--- config.mk ---
export PLATFORM = sky130hd
export DESIGN_NAME = multi_channel_servo_pulse_generator
export DESIGN_NICKNAME = d
export VERILOG_FILES = /design/src/rtl/mcspg_pkg.sv /design/src/rtl/mcspg_ctrl.sv /design/src/rtl/mcspg_dp.sv /design/src/rtl/multi_channel_servo_pulse_generator.sv
export SDC_FILE = /design/constraint.sdc
export NUM_CORES = 1
export LEC_CHECK = 0
export BUFFER_PORTS_ARGS = -buffer_cell sky130_fd_sc_hd__buf_2
export CORE_AREA = 2 2 355 357
export DETAILED_ROUTE_END_ITERATION = 12
export DIE_AREA = 0 0 357 359
export PLACE_DENSITY = 0.38
export SLEW_MARGIN = 20
export SYNTH_ARGS = -nofsm -noshare
export SYNTH_HDL_FRONTEND = slang
export SYNTH_SLANG_ARGS = --single-unit
--- constraint.sdc ---
create_clock -name clk -period 22.4 [get_ports clk]
set_input_delay 3.36 -clock clk [delete_from_list [all_inputs] [get_ports clk]]
set_output_delay 3.36 -clock clk [all_outputs]
set_load 0.02 [all_outputs]
--- src/rtl/mcspg_pkg.sv ---
package mcspg_pkg;

  localparam int MODE_W    = 2;
  localparam int CHAN_W    = 3;
  localparam int PIN_W     = 3;
  localparam int ANGLE_W   = 8;
  localparam int PULSE_W   = 16;
  localparam int LEN_W     = 17;
  localparam int PERIOD_W  = 20;
  localparam int PROD_W    = PULSE_W + ANGLE_W;
  localparam int DIV_CNT_W = $clog2(PROD_W);

  localparam int NUM_CHANNELS_DEF = 8;
  localparam int NUM_PINS_DEF     = 7;

  localparam logic [PERIOD_W-1:0] FRAME_PERIOD_RST = PERIOD_W'(20000);

  localparam logic [MODE_W-1:0] MODE_TICK   = 2'd0;
  localparam logic [MODE_W-1:0] MODE_ADD    = 2'd1;
  localparam logic [MODE_W-1:0] MODE_SET    = 2'd2;
  localparam logic [MODE_W-1:0] MODE_REMOVE = 2'd3;

  typedef struct packed {
    logic load;
    logic calc_start;
    logic div_step;
    logic commit;
  } mcspg_cmd_t;

  typedef struct packed {
    logic need_calc;
    logic ma_zero;
    logic div_last;
    logic out_free;
  } mcspg_sts_t;

endpackage

--- src/rtl/mcspg_ctrl.sv ---
module mcspg_ctrl (
  input  logic                 clk,
  input  logic                 rst_n,
  input  logic                 in_valid,
  output logic                 in_stall,
  input  mcspg_pkg::mcspg_sts_t sts,
  output mcspg_pkg::mcspg_cmd_t cmd
);
  import mcspg_pkg::*;

  localparam logic [1:0] S_IDLE = 2'd0;
  localparam logic [1:0] S_CALC = 2'd1;
  localparam logic [1:0] S_DIV  = 2'd2;
  localparam logic [1:0] S_DONE = 2'd3;

  logic [1:0] state_r;
  logic [1:0] state_nxt;

  assign in_stall = (state_r != S_IDLE);

  always_comb begin
    cmd            = '0;
    cmd.load       = in_valid && (state_r == S_IDLE);
    cmd.calc_start = (state_r == S_CALC);
    cmd.div_step   = (state_r == S_DIV);
    cmd.commit     = (state_r == S_DONE) && sts.out_free;
  end

  always_comb begin
    state_nxt = state_r;
    case (state_r)
      S_IDLE: begin
        if (in_valid) begin
          state_nxt = sts.need_calc ? S_CALC : S_DONE;
        end
      end
      S_CALC: begin
        state_nxt = sts.ma_zero ? S_DONE : S_DIV;
      end
      S_DIV: begin
        if (sts.div_last) begin
          state_nxt = S_DONE;
        end
      end
      S_DONE: begin
        if (sts.out_free) begin
          state_nxt = S_IDLE;
        end
      end
      default: begin
        state_nxt = S_IDLE;
      end
    endcase
  end

  always_ff @(posedge clk) begin
    if (!rst_n) begin
      state_r <= S_IDLE;
    end else begin
      state_r <= state_nxt;
    end
  end

  a_plain_item_to_done: assert property (@(posedge clk) disable iff (!rst_n)
    (cmd.load && !sts.need_calc) |=> (state_r == S_DONE))
    else $error("Item without a division did not go straight to completion.");

  a_div_end_to_done: assert property (@(posedge clk) disable iff (!rst_n)
    (cmd.div_step && sts.div_last) |=> (state_r == S_DONE))
    else $error("Division did not end in completion.");

  a_calc_follows_load: assert property (@(posedge clk) disable iff (!rst_n)
    (cmd.load && sts.need_calc) |=> cmd.calc_start)
    else $error("Angle calculation did not follow its command.");

endmodule

--- src/rtl/mcspg_dp.sv ---
module mcspg_dp #(
  parameter int NUM_CHANNELS = mcspg_pkg::NUM_CHANNELS_DEF,
  parameter int NUM_PINS     = mcspg_pkg::NUM_PINS_DEF
) (
  input  logic                            clk,
  input  logic                            rst_n,
  input  logic [mcspg_pkg::MODE_W-1:0]    in_mode,
  input  logic [mcspg_pkg::CHAN_W-1:0]    in_channel,
  input  logic [mcspg_pkg::PIN_W-1:0]     in_pin,
  input  logic [mcspg_pkg::ANGLE_W-1:0]   in_angle,
  input  logic [mcspg_pkg::ANGLE_W-1:0]   in_full_angle,
  input  logic [mcspg_pkg::PULSE_W-1:0]   in_min_pulse_us,
  input  logic [mcspg_pkg::PULSE_W-1:0]   in_max_pulse_us,
  output logic                            out_valid,
  input  logic                            out_stall,
  output logic [NUM_PINS-1:0]             out_pin_levels,
  output logic                            out_frame_start,
  input  logic                            cfg_valid,
  input  logic [mcspg_pkg::PERIOD_W-1:0]  cfg_frame_period_us,
  input  mcspg_pkg::mcspg_cmd_t           cmd,
  output mcspg_pkg::mcspg_sts_t           sts
);
  import mcspg_pkg::*;

  localparam int CH_IDX_W = (NUM_CHANNELS > 1) ? $clog2(NUM_CHANNELS) : 1;

  logic                chan_en_r    [NUM_CHANNELS];
  logic [PIN_W-1:0]    chan_pin_r   [NUM_CHANNELS];
  logic [PULSE_W-1:0]  chan_min_r   [NUM_CHANNELS];
  logic [PULSE_W-1:0]  chan_width_r [NUM_CHANNELS];
  logic [ANGLE_W-1:0]  chan_ma_r    [NUM_CHANNELS];
  logic [LEN_W-1:0]    chan_len_r   [NUM_CHANNELS];

  logic [PERIOD_W-1:0] period_r;
  logic [PERIOD_W-1:0] cnt_r;
  logic [PERIOD_W-1:0] cnt_nxt;
  logic [PERIOD_W:0]   cnt_inc;

  logic [MODE_W-1:0]   mode_r;
  logic [CH_IDX_W-1:0] idx_r;
  logic [ANGLE_W-1:0]  angle_r;

  logic [PROD_W-1:0]    q_r;
  logic [PROD_W-1:0]    q_nxt;
  logic [ANGLE_W-1:0]   rem_r;
  logic [ANGLE_W-1:0]   rem_nxt;
  logic [ANGLE_W-1:0]   ma_r;
  logic [DIV_CNT_W-1:0] div_cnt_r;
  logic [ANGLE_W:0]     trial;
  logic                 trial_ge;

  logic [ANGLE_W-1:0]  cur_ma;
  logic [ANGLE_W-1:0]  clamped;
  logic [PROD_W-1:0]   prod;
  logic                ch_ok;
  logic [CH_IDX_W-1:0] ch_idx;

  logic [NUM_PINS-1:0] levels_nxt;
  logic [NUM_PINS-1:0] held_r;
  logic                fs_r;
  logic                out_valid_r;
  logic                is_tick;

  assign ch_ok   = (32'(in_channel) < NUM_CHANNELS);
  assign ch_idx  = CH_IDX_W'(in_channel);
  assign is_tick = (mode_r == MODE_TICK);

  assign cur_ma  = chan_ma_r[idx_r];
  assign clamped = (angle_r > cur_ma) ? cur_ma : angle_r;
  assign prod    = PROD_W'(chan_width_r[idx_r]) * PROD_W'(clamped);

  assign trial    = {rem_r, q_r[PROD_W-1]};
  assign trial_ge = (trial >= {1'b0, ma_r});
  assign rem_nxt  = trial_ge ? ANGLE_W'(trial - {1'b0, ma_r}) : trial[ANGLE_W-1:0];
  assign q_nxt    = {q_r[PROD_W-2:0], trial_ge};

  assign cnt_inc = {1'b0, cnt_r} + (PERIOD_W+1)'(1);
  assign cnt_nxt = (cnt_inc >= {1'b0, period_r}) ? '0 : cnt_inc[PERIOD_W-1:0];

  always_comb begin
    levels_nxt = '0;
    for (int p = 0; p < NUM_PINS; p++) begin
      for (int i = 0; i < NUM_CHANNELS; i++) begin
        if (chan_en_r[i] && (32'(chan_pin_r[i]) == p) &&
            (cnt_r < PERIOD_W'(chan_len_r[i]))) begin
          levels_nxt[p] = 1'b1;
        end
      end
    end
  end

  always_comb begin
    sts           = '0;
    sts.need_calc = ch_ok && ((in_mode == MODE_ADD) || (in_mode == MODE_SET));
    sts.ma_zero   = (cur_ma == '0);
    sts.div_last  = (div_cnt_r == DIV_CNT_W'(PROD_W - 1));
    sts.out_free  = !out_valid_r || !out_stall;
  end

  always_ff @(posedge clk) begin
    if (!rst_n) begin
      for (int i = 0; i < NUM_CHANNELS; i++) begin
        chan_en_r[i]    <= 1'b0;
        chan_pin_r[i]   <= '0;
        chan_min_r[i]   <= '0;
        chan_width_r[i] <= '0;
        chan_ma_r[i]    <= '0;
        chan_len_r[i]   <= '0;
      end
    end else begin
      if (cmd.load && ch_ok) begin
        if (in_mode == MODE_ADD) begin
          chan_en_r[ch_idx]    <= 1'b1;
          chan_pin_r[ch_idx]   <= in_pin;
          chan_min_r[ch_idx]   <= in_min_pulse_us;
          chan_width_r[ch_idx] <= in_max_pulse_us - in_min_pulse_us;
          chan_ma_r[ch_idx]    <= in_full_angle;
        end else if (in_mode == MODE_REMOVE) begin
          chan_en_r[ch_idx] <= 1'b0;
        end
      end
      if (cmd.calc_start && sts.ma_zero) begin
        chan_len_r[idx_r] <= LEN_W'(chan_min_r[idx_r]);
      end
      if (cmd.div_step && sts.div_last) begin
        chan_len_r[idx_r] <= LEN_W'(chan_min_r[idx_r]) + LEN_W'(q_nxt[PULSE_W-1:0]);
      end
    end
  end

  always_ff @(posedge clk) begin
    if (cmd.load) begin
      mode_r  <= in_mode;
      idx_r   <= ch_idx;
      angle_r <= in_angle;
    end
    if (cmd.calc_start) begin
      q_r       <= prod;
      rem_r     <= '0;
      ma_r      <= cur_ma;
      div_cnt_r <= '0;
    end else if (cmd.div_step) begin
      q_r       <= q_nxt;
      rem_r     <= rem_nxt;
      div_cnt_r <= div_cnt_r + DIV_CNT_W'(1);
    end
  end

  always_ff @(posedge clk) begin
    if (!rst_n) begin
      period_r    <= FRAME_PERIOD_RST;
      cnt_r       <= '0;
      held_r      <= '0;
      fs_r        <= 1'b0;
      out_valid_r <= 1'b0;
    end else begin
      if (cfg_valid) begin
        period_r <= cfg_frame_period_us;
      end
      if (cmd.commit) begin
        out_valid_r <= 1'b1;
        if (is_tick) begin
          held_r <= levels_nxt;
          fs_r   <= (cnt_r == '0);
          cnt_r  <= cnt_nxt;
        end else begin
          fs_r <= 1'b0;
        end
      end else if (!out_stall) begin
        out_valid_r <= 1'b0;
      end
    end
  end

  assign out_valid       = out_valid_r;
  assign out_pin_levels  = held_r;
  assign out_frame_start = fs_r;

  a_rem_below_divisor: assert property (@(posedge clk) disable iff (!rst_n)
    cmd.div_step |-> (rem_r < ma_r))
    else $error("Division remainder reached the divisor.");

  a_commit_sets_valid: assert property (@(posedge clk) disable iff (!rst_n)
    cmd.commit |=> out_valid_r)
    else $error("Completed item did not present a result.");

  a_counter_in_frame: assert property (@(posedge clk) disable iff (!rst_n)
    (cmd.commit && is_tick && (period_r != '0) && !cfg_valid) |=> (cnt_r < period_r))
    else $error("Frame counter left the frame.");

endmodule

--- src/rtl/multi_channel_servo_pulse_generator.sv ---
// Servo pulse generator. A tick item, a remove command or a command on a channel that
// does not exist goes from acceptance straight to completion; an add or set-angle command
// on a channel whose maximum angle is zero passes the calculation step first. An add or
// set-angle command otherwise passes, in order, acceptance, forming the product of pulse
// width and clamped angle, the bit-serial divider (the longest step) that divides it by
// the maximum angle, and handing over the result. One item is worked on at a time, and a
// result waits in the output register while the next item is accepted; completion waits
// only while that register is still held by a stall. The frame period can be written at
// any time the block is idle and takes effect from the next tick.
module multi_channel_servo_pulse_generator #(
  parameter int NUM_CHANNELS = mcspg_pkg::NUM_CHANNELS_DEF,
  parameter int NUM_PINS     = mcspg_pkg::NUM_PINS_DEF
) (
  input  logic                           clk,
  input  logic                           rst_n,
  input  logic                           in_valid,
  output logic                           in_stall,
  input  logic [mcspg_pkg::MODE_W-1:0]   in_mode,
  input  logic [mcspg_pkg::CHAN_W-1:0]   in_channel,
  input  logic [mcspg_pkg::PIN_W-1:0]    in_pin,
  input  logic [mcspg_pkg::ANGLE_W-1:0]  in_angle,
  input  logic [mcspg_pkg::ANGLE_W-1:0]  in_full_angle,
  input  logic [mcspg_pkg::PULSE_W-1:0]  in_min_pulse_us,
  input  logic [mcspg_pkg::PULSE_W-1:0]  in_max_pulse_us,
  output logic                           out_valid,
  input  logic                           out_stall,
  output logic [NUM_PINS-1:0]            out_pin_levels,
  output logic                           out_frame_start,
  input  logic                           cfg_valid,
  output logic                           cfg_ready,
  input  logic [mcspg_pkg::PERIOD_W-1:0] cfg_frame_period_us
);
  import mcspg_pkg::*;

  mcspg_cmd_t cmd;
  mcspg_sts_t sts;

  assign cfg_ready = 1'b1;

  mcspg_ctrl u_ctrl (
    .clk      (clk),
    .rst_n    (rst_n),
    .in_valid (in_valid),
    .in_stall (in_stall),
    .sts      (sts),
    .cmd      (cmd)
  );

  mcspg_dp #(
    .NUM_CHANNELS (NUM_CHANNELS),
    .NUM_PINS     (NUM_PINS)
  ) u_dp (
    .clk                 (clk),
    .rst_n               (rst_n),
    .in_mode             (in_mode),
    .in_channel          (in_channel),
    .in_pin              (in_pin),
    .in_angle            (in_angle),
    .in_full_angle       (in_full_angle),
    .in_min_pulse_us     (in_min_pulse_us),
    .in_max_pulse_us     (in_max_pulse_us),
    .out_valid           (out_valid),
    .out_stall           (out_stall),
    .out_pin_levels      (out_pin_levels),
    .out_frame_start     (out_frame_start),
    .cfg_valid           (cfg_valid),
    .cfg_frame_period_us (cfg_frame_period_us),
    .cmd                 (cmd),
    .sts                 (sts)
  );

endmodule

==> impl_summary.log <==
INFO  metric final.min_clock_period = 8.87 ns
INFO  metric initial_core_util = 27.8%
INFO  metric cts_tree = built
INFO  metric cp-start-kind = register
INFO  metric drt_pre_antenna_iters = 6
INFO  metric synthesis.area_per_instance = 11.4 um^2
INFO  metric finish.utilization = 31.9%
INFO  metric filler_cell_count = 12700
INFO  metric synth_seq_cells = 600
INFO  metric critical_path.endpoint = u_dp.q_r[23]
INFO  metric floorplan.io_pins = 92
INFO  metric hold_viol = 0
INFO  metric drt_iter0_drc = 1599
INFO  metric layout-drive-gt1-share = 13.3%
INFO  metric yosys.area.top_type_share = 45.5%
INFO  metric vias_in_the_first_global_route = 24700
INFO  metric timing.setup.tns = 0 ns
INFO  metric ctsResizeCount = 0
INFO  metric global_route_wire_length_before_repair = 167000 um
INFO  metric synthesis.area = 0.0346 mm^2
INFO  metric floorplan_row_count = 130
INFO  metric final.period_utilization = 39.6%
INFO  metric count_of_clock_tree_sinks = 600
INFO  metric synth-edff-count = 525
INFO  metric worst_slew_margin_rel = 24.0%
INFO  metric core_region_area = 0.125 mm^2
INFO  metric leakagePower = 16.4 nW
INFO  metric final_common_cell = sky130_fd_sc_hd__nor2_1
INFO  metric worst_hold_path_type = register to register
INFO  metric fin_skew = 0.0656 ns
INFO  metric die-width = 357 um
INFO  metric yosys-top-cells-area = sky130_fd_sc_hd__edfxtp_1, sky130_fd_sc_hd__ha_1, sky130_fd_sc_hd__nor2_1, sky130_fd_sc_hd__mux4_2, sky130_fd_sc_hd__fa_1
INFO  metric clock_insertion_delay_worst_skew = 0.68 ns
INFO  metric clock_input_transition_at_the_sequential_cells_of_the_worst_setup_and_hold_paths = 0.08 ns
INFO  metric number_of_buffers_inserted_during_clock_tree_synthesis = 77
INFO  metric ff2ff_setup_slack = 13.53 ns
INFO  metric finalSetupViolations = 0
INFO  metric track_usage = 17.7%
INFO  metric grt_remaining_overflow = 0
INFO  metric port_buffers = 90
INFO  metric final_max_slew_viol_count = 0
INFO  metric post_synth_inst_count = 3041
INFO  metric ffs_w_async_s_r_synth = 0%
INFO  metric antenna_found_initial = 16
INFO  metric post-cts-setup-buffer-count = 0
INFO  metric syn_nets = 3458
INFO  metric drt-total-wl = 113000 um
INFO  metric route.detailed.drc = 0
INFO  metric worst_path_dominant_cell_family = adder cells
INFO  metric crit_fanout = 44
INFO  metric worst_pin_slew = 1.11 ns
INFO  metric fmax = 113 MHz
INFO  metric postLayoutSetupSlackWorst = 13.53 ns
INFO  metric worst_ep_arrival_time = 9.26 ns
INFO  metric critPathBufInv = 6
INFO  metric h-tree-depth = 3
INFO  metric max_cap_viol_count = 0
INFO  metric worst-path-stages = 28
INFO  metric vias_per_cell = 4.88
INFO  metric critical_path.reg2reg.endpoint = u_dp.q_r[23]
INFO  metric reg2reg_depth = 28
INFO  metric cp_slowest_cell = sky130_fd_sc_hd__buf_4
INFO  metric chipHeight = 359 um
INFO  metric grt_max_degree = 48
INFO  metric antenna_violating_nets_post_route = 0
INFO  metric layout_common_cells = sky130_fd_sc_hd__nor2_1, sky130_fd_sc_hd__edfxtp_1, sky130_fd_sc_hd__inv_1
INFO  metric timing.critical_path.to_type = register
INFO  metric holdBufCountCts = 0
INFO  metric num_vias = 23700
INFO  metric synth.largest_area_cell = sky130_fd_sc_hd__edfxtp_1
INFO  metric cts.root.buffer_cell = sky130_fd_sc_hd__clkbuf_16
INFO  metric routedWlPerCell = 23.2 um
INFO  metric final_net_count = 3562
INFO  metric power.density_cell_area = 147 mW/mm^2
INFO  metric place.gp.congestion = 0.808
INFO  metric detailedPlacementHpwl = 75900 um
INFO  metric synthFlopType = sky130_fd_sc_hd__edfxtp_1
INFO  metric grt_setup_unrepaired = false
INFO  metric slowest_delay = 0.76 ns
INFO  metric ir_drop = 0.166 mV
INFO  metric fin_hold_ws = 0.488 ns
INFO  metric status = completed
INFO  metric flow.area_growth_from_synthesis = 14.8%
INFO  metric clk_path_buf_depth = 3
INFO  metric post-place-ws = 13.43 ns
INFO  metric worst_path_class_setup = register to register
INFO  metric distinct_cells_synth = 80
INFO  metric die_area = 0.128 mm^2
INFO  metric synth_warnings = 0
INFO  metric seq_area_frac_synth = 49.8%
INFO  metric required = 22.79 ns
Yosys cell counts, drive strengths merged, types with 15 or more instances:
| cell type | number |
|---|---|
| nor2 | 542 |
| nor3 | 35 |
| a21o | 32 |
| nand3 | 38 |
| o211ai | 17 |
| nand2 | 118 |
| mux4 | 80 |
| fa | 87 |
| or2 | 22 |
| or3 | 17 |
| a211oi | 19 |
| xnor2 | 40 |
| o21ai | 83 |
| nand4 | 24 |
| buf | 32 |
| a22o | 15 |
| and2 | 31 |
| xor2 | 21 |
| mux2i | 52 |
| dfxtp | 75 |
| inv | 303 |
| a21oi | 80 |
| and3 | 98 |
| nand2b | 22 |
| edfxtp | 525 |
| mux2 | 43 |
| o21a | 25 |
| ha | 249 |
| nor2b | 42 |
| clkbuf | 98 |
state kept, by name, indices dropped and copies added (netlist names), 20 cells and up, named ones only:
register and flops:
u_dp.period_r 20, u_dp.cnt_r 20, u_dp.chan_len_r 136, u_dp.chan_min_r 128
u_dp.chan_ma_r 64, u_dp.q_r 24, u_dp.chan_pin_r 24, u_dp.chan_width_r 128
routing by layer:
metal	share of wire, %	track usage, %	vias to the layer above
met2	46	28.7	524
met3	4.8	3.16	176
li1	-	-	11000
met5	0.058	0	-
met1	46	23.9	12000
met4	2.9	5.25	10
cell families (layout without fill, tap and decap cells):
kind of cell	Yosys count	count (layout)	share of synthesized area [%]
other	1	2	0.0108
adder cells (fa/ha/maj)	336	336	14.0
AND/OR/NAND/NOR	1049	1049	14.2
XOR/XNOR	61	61	1.54
buffers and inverters	447	613	5.08
AO/OA/AOI/OAI	372	372	7.23
flip-flops	600	600	49.8
multiplexers	175	175	8.10
worst min path at each step:
stage	cells after the start	slack (ns)	end	start
4_1_cts	2	0.50	u_dp.chan_en_r[5]	u_dp.chan_en_r[5]
3_3_place_gp	2	0.49	u_dp.div_cnt_r[4]	u_dp.div_cnt_r[4]
2_1_floorplan	2	0.45	u_dp.chan_en_r[2]	u_dp.chan_en_r[2]
3_5_place_dp	2	0.49	u_dp.chan_en_r[5]	u_dp.chan_en_r[5]
6_report	2	0.49	u_dp.chan_en_r[5]	u_dp.chan_en_r[5]
5_1_grt	2	0.54	u_dp.chan_en_r[4]	u_dp.chan_en_r[4]
where the power goes:
part	switching [mW]	internal (mW)	total [mW]
sequential	0.0754	1.34	1.42
combinational	1.87	1.27	3.14
clock	0.536	0.752	1.29
cell type report:
| cell class | instances | area [um^2] | share of cell area (%) |
|---|---|---|---|
| timing repair buffer | 155 | 938 | 2.36 |
| inverter | 317 | 1190 | 2.99 |
| clock inverter | 45 | 606 | 1.52 |
| sequential | 600 | 17300 | 43.4 |
| clock buffer | 96 | 2010 | 5.05 |
| multi-input combinational | 1994 | 15700 | 39.5 |
| tap | 1650 | 2060 | 5.19 |
| antenna | 1 | 2.50 | 0.00629 |
metrics by stage:
| stage | area (um^2) | cells | power, mW |
|---|---|---|---|
| final | 39800 | 4858 | 5.84 |
| after CTS | 39800 | 4857 | 5.94 |
| after global placement | 37100 | 4716 | 4.59 |
| after detailed placement | 37200 | 4716 | 4.61 |
| after floorplan | 34600 | 3041 | 3.70 |
| after global routing | 39800 | 4857 | 6.35 |
worst min-delay path: stages, from the launching register on:
cell and delay (ns):
sky130_fd_sc_hd__dfxtp_1 0.32, sky130_fd_sc_hd__nand2_1 0.06, sky130_fd_sc_hd__a22oi_1 0.05
No activity file was read; power rests on OpenSTA's default activity.
